[src/sv/hbd_pkg.sv]
// Shared types, codes and constants of the chunked body decoder.
package hbd_pkg;

  localparam int MaxSizeLineDef = 9;
  localparam int SizeBitsDef    = 32;
  localparam int CountW         = 4;
  localparam int QueueDepth     = 2;

  localparam logic [7:0] ChCr = 8'h0D;
  localparam logic [7:0] ChLf = 8'h0A;

  typedef enum logic [1:0] {
    EvPayload = 2'd0,
    EvDone    = 2'd1,
    EvError   = 2'd2
  } event_kind_e;

  // One classified body byte, handed from the front to the back.
  typedef struct packed {
    logic       is_cr;
    logic       is_lf;
    logic       is_hex;
    logic [3:0] hex_val;
    logic [7:0] raw;
  } byte_class_t;

  typedef struct packed {
    logic halted;
    logic busy;
  } back_status_t;

endpackage

[src/sv/hbd_front.sv]
// Front stage: takes body beats and classifies each byte into one register.
module hbd_front (
  input  logic                     clk_i,
  input  logic                     rst_ni,
  input  logic                     body_valid_i,
  output logic                     body_ready_o,
  input  logic [7:0]               body_byte_i,
  output logic                     cls_valid_o,
  input  logic                     cls_ready_i,
  output hbd_pkg::byte_class_t     cls_o
);

  function automatic hbd_pkg::byte_class_t classify(input logic [7:0] b);
    hbd_pkg::byte_class_t c;
    c         = '0;
    c.raw     = b;
    c.is_cr   = (b == hbd_pkg::ChCr);
    c.is_lf   = (b == hbd_pkg::ChLf);
    if (b >= 8'h30 && b <= 8'h39) begin
      c.is_hex  = 1'b1;
      c.hex_val = 4'(b - 8'h30);
    end else if (b >= 8'h41 && b <= 8'h46) begin
      c.is_hex  = 1'b1;
      c.hex_val = 4'(b - 8'h37);
    end else if (b >= 8'h61 && b <= 8'h66) begin
      c.is_hex  = 1'b1;
      c.hex_val = 4'(b - 8'h57);
    end
    return c;
  endfunction

  logic                 valid_q, valid_d;
  hbd_pkg::byte_class_t cls_q;
  logic                 take;

  assign body_ready_o = !valid_q || cls_ready_i;
  assign take         = body_valid_i && body_ready_o;
  assign cls_valid_o  = valid_q;
  assign cls_o        = cls_q;

  always_comb begin
    valid_d = valid_q;
    if (take) begin
      valid_d = 1'b1;
    end else if (cls_ready_i) begin
      valid_d = 1'b0;
    end
  end

  always_ff @(posedge clk_i or negedge rst_ni) begin
    if (!rst_ni) begin
      valid_q <= 1'b0;
    end else begin
      valid_q <= valid_d;
    end
  end

  always_ff @(posedge clk_i) begin
    if (take) begin
      cls_q <= classify(body_byte_i);
    end
  end

endmodule

[src/sv/hbd_queue.sv]
// Short queue of classified beats between the front and the back.
module hbd_queue (
  input  logic                 clk_i,
  input  logic                 rst_ni,
  input  logic                 push_i,
  output logic                 push_ready_o,
  input  hbd_pkg::byte_class_t push_data_i,
  output logic                 pop_valid_o,
  input  logic                 pop_i,
  output hbd_pkg::byte_class_t pop_data_o
);

  localparam int PtrW = (hbd_pkg::QueueDepth > 1) ? $clog2(hbd_pkg::QueueDepth) : 1;
  localparam int CntW = $clog2(hbd_pkg::QueueDepth + 1);
  localparam logic [PtrW-1:0] LastPtr = PtrW'(hbd_pkg::QueueDepth - 1);

  hbd_pkg::byte_class_t mem_q [hbd_pkg::QueueDepth];
  logic [PtrW-1:0] wr_ptr_q, wr_ptr_d, rd_ptr_q, rd_ptr_d;
  logic [CntW-1:0] count_q, count_d;
  logic            do_push, do_pop;

  assign push_ready_o = (count_q != CntW'(hbd_pkg::QueueDepth));
  assign pop_valid_o  = (count_q != '0);
  assign do_push      = push_i && push_ready_o;
  assign do_pop       = pop_i && pop_valid_o;
  assign pop_data_o   = mem_q[rd_ptr_q];

  always_comb begin
    wr_ptr_d = wr_ptr_q;
    rd_ptr_d = rd_ptr_q;
    count_d  = count_q;
    if (do_push) begin
      wr_ptr_d = (wr_ptr_q == LastPtr) ? '0 : wr_ptr_q + PtrW'(1);
    end
    if (do_pop) begin
      rd_ptr_d = (rd_ptr_q == LastPtr) ? '0 : rd_ptr_q + PtrW'(1);
    end
    if (do_push && !do_pop) begin
      count_d = count_q + CntW'(1);
    end else if (do_pop && !do_push) begin
      count_d = count_q - CntW'(1);
    end
  end

  always_ff @(posedge clk_i or negedge rst_ni) begin
    if (!rst_ni) begin
      wr_ptr_q <= '0;
      rd_ptr_q <= '0;
      count_q  <= '0;
    end else begin
      wr_ptr_q <= wr_ptr_d;
      rd_ptr_q <= rd_ptr_d;
      count_q  <= count_d;
    end
  end

  always_ff @(posedge clk_i) begin
    if (do_push) begin
      mem_q[wr_ptr_q] <= push_data_i;
    end
  end

endmodule

[src/sv/hbd_back.sv]
// Back stage: chunk framing state machine and the output event register.
module hbd_back #(
  parameter int MaxSizeLine = hbd_pkg::MaxSizeLineDef,
  parameter int SizeBits    = hbd_pkg::SizeBitsDef
) (
  input  logic                 clk_i,
  input  logic                 rst_ni,
  input  logic                 suppress_i,
  input  logic                 cls_valid_i,
  output logic                 cls_pop_o,
  input  hbd_pkg::byte_class_t cls_i,
  output logic                 event_valid_o,
  input  logic                 event_ready_i,
  output logic [1:0]           event_kind_o,
  output logic [7:0]           payload_byte_o,
  output hbd_pkg::back_status_t status_o
);

  localparam logic [2:0] PhSize   = 3'd0;
  localparam logic [2:0] PhSizeLf = 3'd1;
  localparam logic [2:0] PhData   = 3'd2;
  localparam logic [2:0] PhTrail1 = 3'd3;
  localparam logic [2:0] PhTrail2 = 3'd4;
  localparam logic [2:0] PhLastCr = 3'd5;
  localparam logic [2:0] PhLastLf = 3'd6;
  localparam logic [2:0] PhHalt   = 3'd7;

  localparam logic [hbd_pkg::CountW-1:0] MaxCount = hbd_pkg::CountW'(MaxSizeLine);

  logic [2:0]                  phase_q, phase_d;
  logic [SizeBits-1:0]         accum_q, accum_d;
  logic [SizeBits-1:0]         remain_q, remain_d;
  logic [hbd_pkg::CountW-1:0]  count_q, count_d;
  logic                        out_valid_q, out_valid_d;
  logic [1:0]                  kind_q, kind_d;
  logic [7:0]                  byte_q, byte_d;
  logic                        out_free;

  assign out_free       = !out_valid_q || event_ready_i;
  assign cls_pop_o      = cls_valid_i && out_free;
  assign event_valid_o  = out_valid_q;
  assign event_kind_o   = kind_q;
  assign payload_byte_o = byte_q;
  assign status_o.halted = (phase_q == PhHalt);
  assign status_o.busy   = out_valid_q || cls_valid_i;

  always_comb begin
    phase_d     = phase_q;
    accum_d     = accum_q;
    remain_d    = remain_q;
    count_d     = count_q;
    out_valid_d = out_valid_q && !event_ready_i;
    kind_d      = kind_q;
    byte_d      = byte_q;

    if (cls_pop_o) begin
      unique case (phase_q)
        PhSize: begin
          if (cls_i.is_cr) begin
            if (count_q == '0) begin
              phase_d     = PhHalt;
              out_valid_d = 1'b1;
              kind_d      = hbd_pkg::EvError;
              byte_d      = '0;
            end else begin
              phase_d = PhSizeLf;
            end
          end else if (!cls_i.is_hex || count_q >= MaxCount ||
                       accum_q[SizeBits-1 -: 4] != 4'd0) begin
            // Bad digit, too long a size line, or the size would overflow.
            phase_d     = PhHalt;
            out_valid_d = 1'b1;
            kind_d      = hbd_pkg::EvError;
            byte_d      = '0;
          end else begin
            accum_d = {accum_q[SizeBits-5:0], cls_i.hex_val};
            count_d = count_q + hbd_pkg::CountW'(1);
          end
        end
        PhSizeLf: begin
          if (!cls_i.is_lf) begin
            phase_d     = PhHalt;
            out_valid_d = 1'b1;
            kind_d      = hbd_pkg::EvError;
            byte_d      = '0;
          end else if (accum_q == '0) begin
            phase_d = PhLastCr;
          end else begin
            remain_d = accum_q;
            phase_d  = PhData;
          end
        end
        PhData: begin
          if (remain_q != '0) begin
            remain_d = remain_q - SizeBits'(1);
          end
          if (remain_q <= SizeBits'(1)) begin
            phase_d = PhTrail1;
          end
          if (!suppress_i) begin
            out_valid_d = 1'b1;
            kind_d      = hbd_pkg::EvPayload;
            byte_d      = cls_i.raw;
          end
        end
        PhTrail1: begin
          phase_d = PhTrail2;
        end
        PhTrail2: begin
          phase_d = PhSize;
          accum_d = '0;
          count_d = '0;
        end
        PhLastCr: begin
          if (!cls_i.is_cr) begin
            phase_d     = PhHalt;
            out_valid_d = 1'b1;
            kind_d      = hbd_pkg::EvError;
            byte_d      = '0;
          end else begin
            phase_d = PhLastLf;
          end
        end
        PhLastLf: begin
          out_valid_d = 1'b1;
          byte_d      = '0;
          if (!cls_i.is_lf) begin
            phase_d = PhHalt;
            kind_d  = hbd_pkg::EvError;
          end else begin
            phase_d  = PhSize;
            accum_d  = '0;
            count_d  = '0;
            remain_d = '0;
            kind_d   = hbd_pkg::EvDone;
          end
        end
        PhHalt: begin
          // Every beat after an error is swallowed until reset.
        end
        default: begin
          phase_d = PhHalt;
        end
      endcase
    end
  end

  always_ff @(posedge clk_i or negedge rst_ni) begin
    if (!rst_ni) begin
      phase_q     <= PhSize;
      accum_q     <= '0;
      remain_q    <= '0;
      count_q     <= '0;
      out_valid_q <= 1'b0;
    end else begin
      phase_q     <= phase_d;
      accum_q     <= accum_d;
      remain_q    <= remain_d;
      count_q     <= count_d;
      out_valid_q <= out_valid_d;
    end
  end

  always_ff @(posedge clk_i) begin
    kind_q <= kind_d;
    byte_q <= byte_d;
  end

endmodule

[src/sv/http_chunked_body_decoder.sv]
// A body beat passes the front register, the queue and the output event register.
// Throughput: one body beat per cycle, and the framing state machine in the back
// stage retires one classified byte per cycle, whenever the output register is free.
// Reset: rst_ni is asynchronous and active low; it returns the parser to the start
// of a size line, empties the queue and output register, and clears suppress_q.
// There is no clearing pass; the block is ready for beats as soon as reset is released.
module http_chunked_body_decoder #(
  parameter int MaxSizeLine = hbd_pkg::MaxSizeLineDef,
  parameter int SizeBits    = hbd_pkg::SizeBitsDef
) (
  input  logic       clk_i,
  input  logic       rst_ni,
  input  logic       cfg_we_i,
  input  logic       cfg_wdata_i,
  input  logic       body_valid_i,
  output logic       body_ready_o,
  input  logic [7:0] body_byte_i,
  output logic       event_valid_o,
  input  logic       event_ready_i,
  output logic [1:0] event_kind_o,
  output logic [7:0] payload_byte_o
);

  logic                  suppress_q;
  logic                  front_valid, queue_ready;
  hbd_pkg::byte_class_t  front_cls, queue_cls;
  logic                  queue_valid, queue_pop;
  hbd_pkg::back_status_t back_status;

  always_ff @(posedge clk_i or negedge rst_ni) begin
    if (!rst_ni) begin
      suppress_q <= 1'b0;
    end else if (cfg_we_i) begin
      suppress_q <= cfg_wdata_i;
    end
  end

  hbd_front u_front (
    .clk_i        (clk_i),
    .rst_ni       (rst_ni),
    .body_valid_i (body_valid_i),
    .body_ready_o (body_ready_o),
    .body_byte_i  (body_byte_i),
    .cls_valid_o  (front_valid),
    .cls_ready_i  (queue_ready),
    .cls_o        (front_cls)
  );

  hbd_queue u_queue (
    .clk_i        (clk_i),
    .rst_ni       (rst_ni),
    .push_i       (front_valid),
    .push_ready_o (queue_ready),
    .push_data_i  (front_cls),
    .pop_valid_o  (queue_valid),
    .pop_i        (queue_pop),
    .pop_data_o   (queue_cls)
  );

  hbd_back #(
    .MaxSizeLine (MaxSizeLine),
    .SizeBits    (SizeBits)
  ) u_back (
    .clk_i          (clk_i),
    .rst_ni         (rst_ni),
    .suppress_i     (suppress_q),
    .cls_valid_i    (queue_valid),
    .cls_pop_o      (queue_pop),
    .cls_i          (queue_cls),
    .event_valid_o  (event_valid_o),
    .event_ready_i  (event_ready_i),
    .event_kind_o   (event_kind_o),
    .payload_byte_o (payload_byte_o),
    .status_o       (back_status)
  );

  // Once halted by a framing error, the parser stays halted until reset.
  assert property (@(posedge clk_i) disable iff (!rst_ni)
    back_status.halted |=> back_status.halted)
    else $error("parser left the halted state without reset");

  // Completion and error events carry a zero data byte.
  assert property (@(posedge clk_i) disable iff (!rst_ni)
    (event_valid_o && event_kind_o != hbd_pkg::EvPayload) |-> (payload_byte_o == 8'd0))
    else $error("non-payload event with nonzero data byte");

  // Only the three defined event codes ever leave the block.
  assert property (@(posedge clk_i) disable iff (!rst_ni)
    event_valid_o |-> (event_kind_o == hbd_pkg::EvPayload ||
                       event_kind_o == hbd_pkg::EvDone ||
                       event_kind_o == hbd_pkg::EvError))
    else $error("undefined event kind on the output");

  // The back stage pops a beat only when one is queued and the output slot frees.
  assert property (@(posedge clk_i) disable iff (!rst_ni)
    queue_pop |-> (queue_valid && (!event_valid_o || event_ready_i)))
    else $error("queue popped without room in the output register");

endmodule

[config.mk]
export PLATFORM = sky130hd
export DESIGN_NAME = http_chunked_body_decoder
export DESIGN_NICKNAME = d
export VERILOG_FILES = /design/src/sv/hbd_pkg.sv /design/src/sv/hbd_front.sv /design/src/sv/hbd_queue.sv /design/src/sv/hbd_back.sv /design/src/sv/http_chunked_body_decoder.sv
export SDC_FILE = /design/constraint.sdc
export NUM_CORES = 1
export LEC_CHECK = 0
export BUFFER_PORTS_ARGS = -buffer_cell sky130_fd_sc_hd__clkbuf_2
export CAP_MARGIN = 20
export CELL_PAD_IN_SITES_DETAIL_PLACEMENT = 0
export CELL_PAD_IN_SITES_GLOBAL_PLACEMENT = 1
export CORE_AREA = 2 2 154 156
export DETAILED_ROUTE_END_ITERATION = 10
export DIE_AREA = 0 0 156 158
export GPL_TIMING_DRIVEN = 1
export MAX_ROUTING_LAYER = met4
export PLACE_DENSITY_LB_ADDON = 0.1
export SYNTH_ARGS = -nofsm -noshare
export SYNTH_HDL_FRONTEND = slang
export SYNTH_HIERARCHICAL = 1
export SYNTH_SLANG_ARGS = --single-unit
[constraint.sdc]
create_clock -name clk_i -period 5.6 [get_ports clk_i]
set_input_delay 0.28 -clock clk_i [delete_from_list [all_inputs] [get_ports clk_i]]
set_output_delay 0.28 -clock clk_i [all_outputs]
set_load 0.02 [all_outputs]
# Word-level counts from Yosys, hierarchy flattened

Memories as Yosys holds them, arrays and structs flattened.
Cells that the tools add are included.
W data, S select, Z words.

Register bits: 103
Memory bits (writable): 30
Input port bits: 14
Output and inout port bits: 12
Word-level logic and storage cells: 148
Memories kept: 1

Add/sub/neg operators: 9
$lt $le $gt $ge: 8
Equal/unequal tests: 21
Multiplexer cells: 55
Reductions and logical operators: 37

Memories:

| name          | words | width | rd ports | clocked after memory_dff | wr ports | line            | text |
|---|---|---|---|---|---|---|---|
| u_queue.mem_q | 2     | 15    | 1        | 0                        | 1        | hbd_queue.sv:17 | `hbd_pkg::byte_class_t mem_q [hbd_pkg::QueueDepth];` |

Operator list:

| cell                    | number |
|---|---|
| $mux W32                | 6 |
| $pmux W32 S3            | 2 |
| $mux W8                 | 6 |
| $pmux W8 S5             | 1 |
| $le A32 B1 Y1 const B   | 1 |
| $logic_not A32 Y1       | 1 |
| $reduce_bool A32 Y1     | 1 |
| $sub A32 B1 Y32 const B | 1 |
| $mux W3                 | 7 |
| $pmux W3 S7             | 1 |
| $mux W4                 | 5 |
| $mux W2                 | 9 |
| $eq A8 B4 Y1 const B    | 2 |
| $ge A8 B7 Y1 const B    | 2 |
| $le A8 B7 Y1 const B    | 2 |
| $mux W1                 | 14 |
| $ne A2 B2 Y1 const B    | 7 |
| $pmux W4 S3             | 1 |
| $logic_and A1 B1 Y1     | 10 |
| $pmux W2 S5             | 1 |
| $eq A3 B3 Y1 const B    | 3 |
| $ge A8 B6 Y1 const B    | 1 |
| $le A8 B6 Y1 const B    | 1 |
| $ne A2 B1 Y1 const B    | 4 |
| other kinds (27)        | 41 |

# Depth between registers and ports, before layout

Gate-level depths: netlist (run 1).
An unclocked memory read counts as a cell.

Depth after elaboration: 8
Gate-level depth with buffers: 10
Mapped depth without buffers: 8

# Hierarchy

Netlist (run 1), hierarchy kept.

By module, submodules not included:

| module                    | times used | cells an instance | area an instance (sq um) | sequential area each (sq um) |
|---|---|---|---|---|
| hbd_back                  | 1          | 441               | 4284.1                   | 2102.0 |
| hbd_queue                 | 1          | 65                | 1331.3                   | 1001.0 |
| hbd_front                 | 1          | 49                | 724.4                    | 475.5 |
| http_chunked_body_decoder | 1          | 2                 | 40.0                     | 25.0 |

# Worst setup path after synthesis (run 1)

No wires, ideal clock.

Path type: reg2reg
Start: reg u_back.remain_q[16]
End: reg u_back.remain_q[14]
Library setup time: 0.125 ns
Arrival time: 2.637 ns
Setup slack: 2.838 ns
Cell stages (with the launch flop): 9
Path buffers: 2
Clock period less this slack: 2.762 ns
Path through: dfrtp_1 or4_1 clkbuf_1 or3_1 buf_2 or3_4 nor3_4 nor2_2 mux2_4

Word-level cells in the longest chain between the ends: 3

Ends and longest elaborated chain:

| element                            | line            | text |
|---|---|---|
| start, declared                    | hbd_back.sv:32  | `logic [SizeBits-1:0] remain_q, remain_d;` |
| start signal, assigned             | hbd_back.sv:158 | `remain_q <= remain_d;` |
| $reduce_bool A32 Y1                | hbd_back.sv:94  | `if (remain_q != '0) begin` |
| $ne A2 B1 Y1 (no source line)      | -               |  |
| $reduce_and A6 Y1 (no source line) | -               |  |

Every way passes these cells.
A chain may end at the register's enable or synchronous reset.

# Worst setup path in the final report (run 1)

Start: reg u_back.remain_q[16]
End: reg u_back.remain_q[24]

Word-level cells in the longest chain between the ends: 3

Ends and longest elaborated chain:

| element                                                | line |
|---|---|
| $sub A32 B1 Y32 or $reduce_bool A32 Y1 (tied branches) | hbd_back.sv:95, hbd_back.sv:94 |
| $mux W32 or $ne A2 B1 Y1 (tied branches)               | - |
| $pmux W32 S3 or $reduce_and A6 Y1 (tied branches)      | - |

Several ways; a longest one is shown, not always the timed one. The select of a mux whose other input is x is not followed.

==> flow_metrics.env, run 1 <==
export IMPL_status="complete, no violations"
export IMPL_ant_nets=0
export IMPL_track_usage=0.143
export IMPL_rows=56
export IMPL_drt_wl_total_microns=16100
export IMPL_min_to="u_front/cls_valid_o"
export IMPL_worstHoldPathType="in2reg"
export IMPL_slowest_delay_ps=660
export IMPL_startpoint_type="flop"
export IMPL_tightestPinTransition_ps=1040
export IMPL_fin_crit_sh=0.599
export IMPL_first_global_vias=4434
export IMPL_hpwl_microns=11100
export IMPL_max_cap_violations=0
export IMPL_fin_crit_ps=3360
export IMPL_syn_to_final_growth_pct=16.6
export IMPL_die_area_sq_um=24600
export IMPL_intPower_mw=2.77
export IMPL_end_kind="flop"
export IMPL_design_area_sq_um=7430
export IMPL_syn_nets=580
export IMPL_fillers=2334
export IMPL_syn_area_sq_um=6370
export IMPL_fin_cells=883
export IMPL_postCtsResizedCells=0
export IMPL_seqPwrFrac=0.327
export IMPL_regToRegEndpoint="u_back/remain_q[24]"
export IMPL_clock_skew_final_ps=11.3
export IMPL_slew_headroom=0.302
export IMPL_min_delay_start="body_valid_i"
export IMPL_drtPass1Iterations=4
export IMPL_slew_violations=0
export IMPL_switching_power_mw=2.10
export IMPL_hold_viol=0
export IMPL_setup_tns_ps=0
export IMPL_fmax_ghz=0.298
export IMPL_die_x_microns=156
export IMPL_drc=0
export IMPL_cts_path_max_buffers=2
export IMPL_crit_type="reg2reg"
export IMPL_drt_vias_per_instance=5.12
export IMPL_final_setup_worst_slack_ps=2240
export IMPL_place_ws_ps=2220
export IMPL_synth_cells=556
export IMPL_root_buffer="clkbuf_16"
export IMPL_p_leak_nw=3.06
export IMPL_dr_total_vias=4522
export IMPL_yosys_warnings=6
export IMPL_dieHeight_microns=158
export IMPL_crit_slowest_cell="or4_1"
export IMPL_avgSynthCellArea_sq_um=11.5
export IMPL_critical_path_arrival_ps=3630
export IMPL_initial_core_util=0.276
export IMPL_gp_congestion=0.755
export IMPL_hold_depth=2
export IMPL_clk_latency_ps=420
export IMPL_wl_per_cell_microns=18.3
export IMPL_r2r_cells=6
export IMPL_io_pins=26
export IMPL_tritoncts="yes"
export IMPL_final_nets=604
export IMPL_power_share_switching=0.430
export IMPL_antenna_found_initial=0
export IMPL_clkPwrFrac=0.243
export IMPL_cts_sink_count=133
export IMPL_r2r_start="u_back/remain_q[16]"
export IMPL_critical_path_top_delay_family="simple AND/OR/NAND/NOR gates"
export IMPL_grt_pass1_wl_microns=26000
export IMPL_diodes=0
export IMPL_grt_max_degree=57
export IMPL_cp_max_fo=23
export IMPL_combPwrFrac=0.431
export IMPL_dp_cells=850
export IMPL_cts_buffers=17
export IMPL_htreeDepth=4
export IMPL_fin_total_pwr_mw=4.87
export IMPL_core_area_sq_um=23100
export IMPL_setup_viol_count_final=0
export IMPL_r2r_slack_ps=2240
export IMPL_rsz0062_at_grt="false"
export IMPL_drtIter0Drc=260
export IMPL_ir_drop_mv=0.246
export IMPL_layout_drive_gt1_share=0.169
export IMPL_placed_cell_area_sq_um=6800
export IMPL_power_density_nw_per_um2=655
export IMPL_path_cells="or4_1 > or3_1 > or3_4 > nor3_4 > or2_2 > a221oi_1"
export IMPL_crit_required_ps=5870
export IMPL_path_buf_inv=0
export IMPL_clk_pin_slew_worst_paths_ps=60
export IMPL_io_buffers=25
export IMPL_overflow=0
-- metrics by stage --
step                hold WS [ps]  utilization
detailed placement           205        0.295
global route                61.2        0.322
floorplan                  -15.6            -
CTS                         38.4        0.322
finish                      66.0        0.322
global placement             200        0.295
-- power by group through the flow --
| stage | registers [mW] | logic (mW) | clock network, mW |
|---|---|---|---|
| after floorplan | 1.53 | 1.61 | 0 |
| after global placement | 1.61 | 2.13 | 0 |
| after detailed placement | 1.61 | 2.11 | 0 |
| after CTS | 1.59 | 2.13 | 1.23 |
| after global routing | 1.63 | 2.36 | 1.26 |
| final | 1.59 | 2.10 | 1.18 |
-- what timing repair did --
action	in CTS	in global routing
hold buffers	1	0
hold endpoints to repair	22	0
setup buffers	0	0
-- cell usage in the layout (no fill, tap or decap), types with 10 or more instances in the layout --
| cell type | instances |
|---|---|
| buf_4 | 10 |
| dfrtp_1 | 78 |
| o21ai_0 | 14 |
| nor3_1 | 14 |
| o31ai_1 | 12 |
| a21oi_1 | 27 |
| nor2_1 | 38 |
| clkbuf_16 | 17 |
| clkbuf_2 | 24 |
| inv_1 | 24 |
| o21ai_1 | 19 |
| a22o_1 | 35 |
| and2_1 | 11 |
| edfxtp_1 | 55 |
| nand2_1 | 22 |
| nor4_1 | 18 |
| ha_1 | 10 |
| mux2_4 | 12 |
-- layer usage --
metal	global-route usage	vias up	wire, microns
li1	-	2164	-
met1	0.195	2273	7760
met2	0.214	76	7680
met3	0.0282	9	584
met4	0.0441	0	114
met5	-	-	0
-- final cells by class --
cell class,instances,area [sq um],area share
Timing Repair Buffer,35,205,0.0276
Tap cell,290,363,0.0488
Clock buffer,17,425,0.0572
Inverter,24,90.1,0.0121
Clock inverter,15,201,0.0271
Sequential cell,133,3600,0.485
Multi-Input combinational cell,369,2540,0.342
-- registers in the layout, summed over array words and instances (netlist names) --
| name | count |
|---|---|
| u_queue/count_q | 2 |
| u_front/cls_valid_o | 1 |
| u_queue/mem_q | 30 |
| suppress_q | 1 |
| u_back/event_kind_o | 2 |
| u_back/count_q | 4 |
| u_queue/wr_ptr_q | 1 |
| u_queue/rd_ptr_q | 1 |
| u_back/accum_q | 32 |
| u_back/payload_byte_o | 8 |
| u_front/cls_o | 15 |
| u_back/remain_q | 32 |
| u_back/phase_q | 3 |
| u_back/event_valid_o | 1 |
-- worst max path at each step --
stage                        start  cells past startpoint                       end  slack [ps]
2_1_floorplan  u_back/remain_q[16]                      8       u_back/remain_q[14]        2840
3_3_place_gp      u_queue/rd_ptr_q                      7  u_back/payload_byte_o[5]        2290
3_5_place_dp    u_back/remain_q[0]                      8       u_back/remain_q[24]        2220
4_1_cts         u_back/remain_q[0]                      8       u_back/remain_q[24]        2180
5_1_grt         u_back/remain_q[0]                      8       u_back/remain_q[16]        1840
6_report       u_back/remain_q[16]                      6       u_back/remain_q[24]        2240
(Power assumes the default switching activity.)
==> run 2, diff against run 1 <==
clock period = 3.3 ns   (was 5.6 ns; I/O delays follow)
==> flow_metrics.env, run 2 (synthesized netlist as in run 1, its figures left out) <==
export IMPL_fin_crit_ps=2960
export IMPL_hpwl_microns=11200
export IMPL_crit_start="u_back/remain_q[16]"
export IMPL_ir_drop_mv=0.417
export IMPL_min_delay_start="event_ready_i"
export IMPL_crit_top_cell="or4_1"
export IMPL_dr_total_vias=4641
export IMPL_final_cell_mix="dfrtp_1, edfxtp_1, nor2_1, a22o_1, a21oi_1"
export IMPL_slew_violations=0
export IMPL_die_x_microns=156
export IMPL_end_kind="flop"
export IMPL_drtIter0Drc=269
export IMPL_dp_cells=865
export IMPL_antenna_found_initial=0
export IMPL_slew_headroom=0.446
export IMPL_fin_crit_sh=0.896
export IMPL_tightestPinTransition_ps=827
export IMPL_cts_buffers=17
export IMPL_crit_required_ps=3600
export IMPL_biggestRegsByFlops="u_back/accum_q (32), u_back/remain_q (32), u_queue/mem_q (30)"
export IMPL_io_pins=26
export IMPL_placed_cell_area_sq_um=6910
export IMPL_max_cap_violations=0
export IMPL_crit_type="reg2reg"
export IMPL_regArea_sq_um=3600
export IMPL_critical_path_arrival_ps=3260
export IMPL_core_area_sq_um=23100
export IMPL_grt_pass1_wl_microns=26100
export IMPL_layout_drive_gt1_share=0.187
export IMPL_drt_wl_total_microns=16300
export IMPL_die_area_sq_um=24600
export IMPL_startpoint_type="flop"
export IMPL_fillers=2309
export IMPL_layout_commonest_cell="dfrtp_1"
export IMPL_p_leak_nw=3.17
export IMPL_design_area_sq_um=7630
export IMPL_hold_viol=0
export IMPL_htreeDepth=4
export IMPL_final_nets=627
export IMPL_ant_nets=0
export IMPL_fmax_ghz=0.338
export IMPL_wl_per_cell_microns=18.0
export IMPL_cts_path_max_buffers=2
export IMPL_worstHoldPathType="in2reg"
export IMPL_fin_cells=906
export IMPL_syn_to_final_growth_pct=19.7
export IMPL_clk_pin_slew_worst_paths_ps=70
export IMPL_rows=56
export IMPL_power_density_nw_per_um2=1120
export IMPL_tritoncts="yes"
export IMPL_ctsHoldBuffers=9
export IMPL_track_usage=0.143
export IMPL_whs_ps=38.0
export IMPL_diodes=0
export IMPL_first_global_vias=4601
export IMPL_gp_congestion=0.765
export IMPL_slowest_delay_ps=650
export IMPL_drc=0
export IMPL_final_setup_worst_slack_ps=345
export IMPL_overflow=0
export IMPL_r2r_start="u_back/remain_q[16]"
export IMPL_clk_latency_ps=420
export IMPL_rsz0062_at_grt="false"
export IMPL_place_ws_ps=344
export IMPL_path_cells="or4_1 > or3_1 > or4_1 > a21oi_2 > mux2_2"
export IMPL_grt_max_degree=39
export IMPL_drtPass1Iterations=5
export IMPL_drt_vias_per_instance=5.12
export IMPL_setup_tns_ps=0
export IMPL_crit_slowest_cell="or4_1"
export IMPL_root_buffer="clkbuf_16"
export IMPL_multi_input_area_sq_um=2540
export IMPL_clock_skew_final_ps=8.79
export IMPL_initial_core_util=0.276
export IMPL_fin_total_pwr_mw=8.52
export IMPL_cts_setup_buffers=0
export IMPL_dieHeight_microns=158
export IMPL_status="complete, no violations"
export IMPL_finalCoreUtilization=0.331
export IMPL_setup_viol_count_final=0
export IMPL_cp_max_fo=9
export IMPL_postCtsResizedCells=0
export IMPL_io_buffers=25
export IMPL_cts_sink_count=133
## run 2: changes by cell type in the layout (fill, tap and decap cells not counted), sizes merged
cell         before  now
dlygate4sd3       1    9
buf              10   25
clkinvlp          0    1
inv              35   34
## run 2: layout make-up
type | count | area share
clock inverters | 15 | 0.0269
clock buffers | 17 | 0.0558
repair buffers | 58 | 0.0521
inverters | 24 | 0.0118
flip-flops and latches | 133 | 0.472
multi-input cells | 369 | 0.334
well taps | 290 | 0.0476
## run 2: final timing paths
| kind | to | slack, ps | cells after the start |
|---|---|---|---|
| max | u_back/phase_q[2] | 340 | 5 |
| min | u_back/event_valid_o | 40 | 3 |
| max reg2reg | u_back/phase_q[2] | 340 | 5 |
| min reg2reg | u_queue/mem_q[1][5] | 450 | 0 |
| max in group asynchronous | u_back/phase_q[0] | 2300 | 3 |
| min in group asynchronous | u_back/remain_q[21] | 280 | 2 |
## run 2: power by group
group,switching (mW),internal [mW],total (mW)
Clock,0.851,1.17,2.02
Sequential,0.395,2.27,2.66
Combinational,2.38,1.45,3.84
## run 2: worst max-delay path, delay by kind of cell (launching register included)
family           cells  cell delay (ps)
multiplexers         1              360
AO/OA/AOI/OAI        1              280
AND/OR/NAND/NOR      3             1780
flip-flops           1              410
## run 2: metal layers
layer,vias to the layer above,track usage,share of wire,wire length [microns]
li1,2210,-,-,-
met1,2321,0.187,0.47,7740
met2,93,0.226,0.48,7770
met3,17,0.0290,0.035,575
met4,0,0.0459,0.016,260
met5,-,-,0,0
==> run 3, diff against run 2 <==
==> constraint.sdc (replaced) <==
create_clock -name clk_i -period 3.3 [get_ports clk_i]
set_input_delay 0.33 -clock clk_i [delete_from_list [all_inputs] [get_ports clk_i]]
set_output_delay 0.33 -clock clk_i [all_outputs]
set_load 0.02 [all_outputs]
==> flow_metrics.env, run 3 (synthesized netlist as in run 1, its figures left out) <==
export IMPL_status="complete, no violations"
export IMPL_clk_pin_slew_worst_paths_ps=70
export IMPL_dieHeight_microns=158
export IMPL_switching_power_mw=3.62
export IMPL_drc=0
export IMPL_cp_max_fo=9
export IMPL_initial_core_util=0.276
export IMPL_fin_crit_sh=0.893
export IMPL_rows=56
export IMPL_power_density_nw_per_um2=1120
export IMPL_grt_pass1_wl_microns=25900
export IMPL_power_share_switching=0.430
export IMPL_crit_required_ps=3600
export IMPL_intPower_mw=4.80
export IMPL_cts_buffers=17
export IMPL_slew_headroom=0.440
export IMPL_fmax_ghz=0.339
export IMPL_dr_total_vias=4567
export IMPL_biggestRegsByFlops="u_back/accum_q (32), u_back/remain_q (32), u_queue/mem_q (30)"
export IMPL_cts_path_max_buffers=2
export IMPL_core_area_sq_um=23100
export IMPL_rsz0062_at_grt="false"
export IMPL_finalCoreUtilization=0.327
export IMPL_tritoncts="yes"
export IMPL_final_nets=619
export IMPL_hold_depth=2
export IMPL_layout_drive_gt1_share=0.189
export IMPL_clock_skew_final_ps=9.55
export IMPL_worstHoldPathType="in2reg"
export IMPL_postCtsResizedCells=0
export IMPL_setup_viol_count_final=0
export IMPL_drtIter0Drc=254
export IMPL_hold_viol=0
export IMPL_io_pins=26
export IMPL_clkPwrFrac=0.229
export IMPL_syn_to_final_growth_pct=18.1
export IMPL_final_cell_mix="dfrtp_1, edfxtp_1, nor2_1, a22o_1, a21oi_1"
export IMPL_drt_wl_total_microns=16200
export IMPL_drtPass1Iterations=5
export IMPL_first_global_vias=4562
export IMPL_fin_crit_ps=2950
export IMPL_antenna_found_initial=0
export IMPL_track_usage=0.143
export IMPL_gp_congestion=0.761
export IMPL_drt_vias_per_instance=5.09
export IMPL_p_leak_nw=3.12
export IMPL_max_cap_violations=0
export IMPL_end_kind="flop"
export IMPL_combPwrFrac=0.456
export IMPL_r2r_cells=5
export IMPL_tightestPinTransition_ps=837
export IMPL_critical_path_arrival_ps=3240
export IMPL_clk_latency_ps=420
export IMPL_cts_setup_buffers=0
export IMPL_htreeDepth=4
export IMPL_overflow=0
export IMPL_die_area_sq_um=24600
export IMPL_setup_tns_ps=0
export IMPL_startpoint_type="flop"
export IMPL_die_x_microns=156
export IMPL_ant_nets=0
export IMPL_cts_sink_count=133
export IMPL_layout_commonest_cell="dfrtp_1"
export IMPL_wl_per_cell_microns=18.1
export IMPL_io_buffers=25
export IMPL_seqPwrFrac=0.315
export IMPL_slew_violations=0
export IMPL_diodes=0
export IMPL_ir_drop_mv=0.389
export IMPL_crit_type="reg2reg"
export IMPL_root_buffer="clkbuf_16"
export IMPL_hpwl_microns=11300
export IMPL_grt_max_degree=50
[run 3: worst paths after layout]
check	start	to	slack [ps]
worst max-delay path	u_back/remain_q[16]	u_back/phase_q[2]	350
worst min-delay path	body_valid_i	u_front/cls_valid_o	110
worst max register to register	u_back/remain_q[16]	u_back/phase_q[2]	350
worst min register to register	u_front/cls_o[9]	u_queue/mem_q[1][9]	440
max in group asynchronous	rst_ni	u_back/remain_q[10]	2080
min in group asynchronous	rst_ni	u_back/remain_q[20]	510
[run 3: power by group through the flow]
stage          combinational [mW]  clock [mW]  sequential, mW
2_1_floorplan                2.73           0            2.59
3_3_place_gp                 3.86           0            2.68
3_5_place_dp                 3.86           0            2.69
4_1_cts                      3.88        1.99            2.66
5_1_grt                      4.23        2.06            2.74
6_report                     3.84        1.93            2.65
[run 3: critical path: stages (launching register included)]
cell and delay, ps:
dfrtp_1 410, or4_1 650, or3_1 520, or4_1 610
a21oi_2 280, mux2_2 360
[run 3: layout make-up]
| type | count | area, sq um |
|---|---|---|
| sequential | 133 | 3600 |
| tap | 290 | 363 |
| clock buffer | 17 | 425 |
| fill | 2299 | 15500 |
| clock inverter | 15 | 185 |
| multi-input combinational | 369 | 2540 |
| timing repair buffer | 50 | 318 |
| inverter | 24 | 90.1 |
[run 3: metal layers]
metal / vias to the layer above / track usage / part of all wire / wire length [microns]
met2: 97 / 0.227 / 0.48 / 7770
met5: - / - / 0 / 0
met1: 2271 / 0.184 / 0.47 / 7680
met3: 12 / 0.0312 / 0.035 / 572
met4: 0 / 0.0389 / 0.013 / 204
li1: 2187 / - / - / -
[run 3: per-stage QoR]
stage / area (sq um) / hold WS [ps] / worst slack (ps) / std cells / total power [mW]
after floorplan: 6370 / 34.4 / 538 / 556 / 5.32
after global placement: 6910 / 423 / 391 / 865 / 6.54
after detailed placement: 6910 / 429 / 351 / 865 / 6.54
after CTS: 7530 / 88.3 / 337 / 898 / 8.53
after global routing: 7530 / 98.2 / 199 / 898 / 9.03
final: 7530 / 107 / 354 / 898 / 8.42
[run 3: timing repair]
action,in CTS,in global routing
endpoints found under the setup margin,0,0
hold buffers,1,0
hold endpoints to repair,23,0
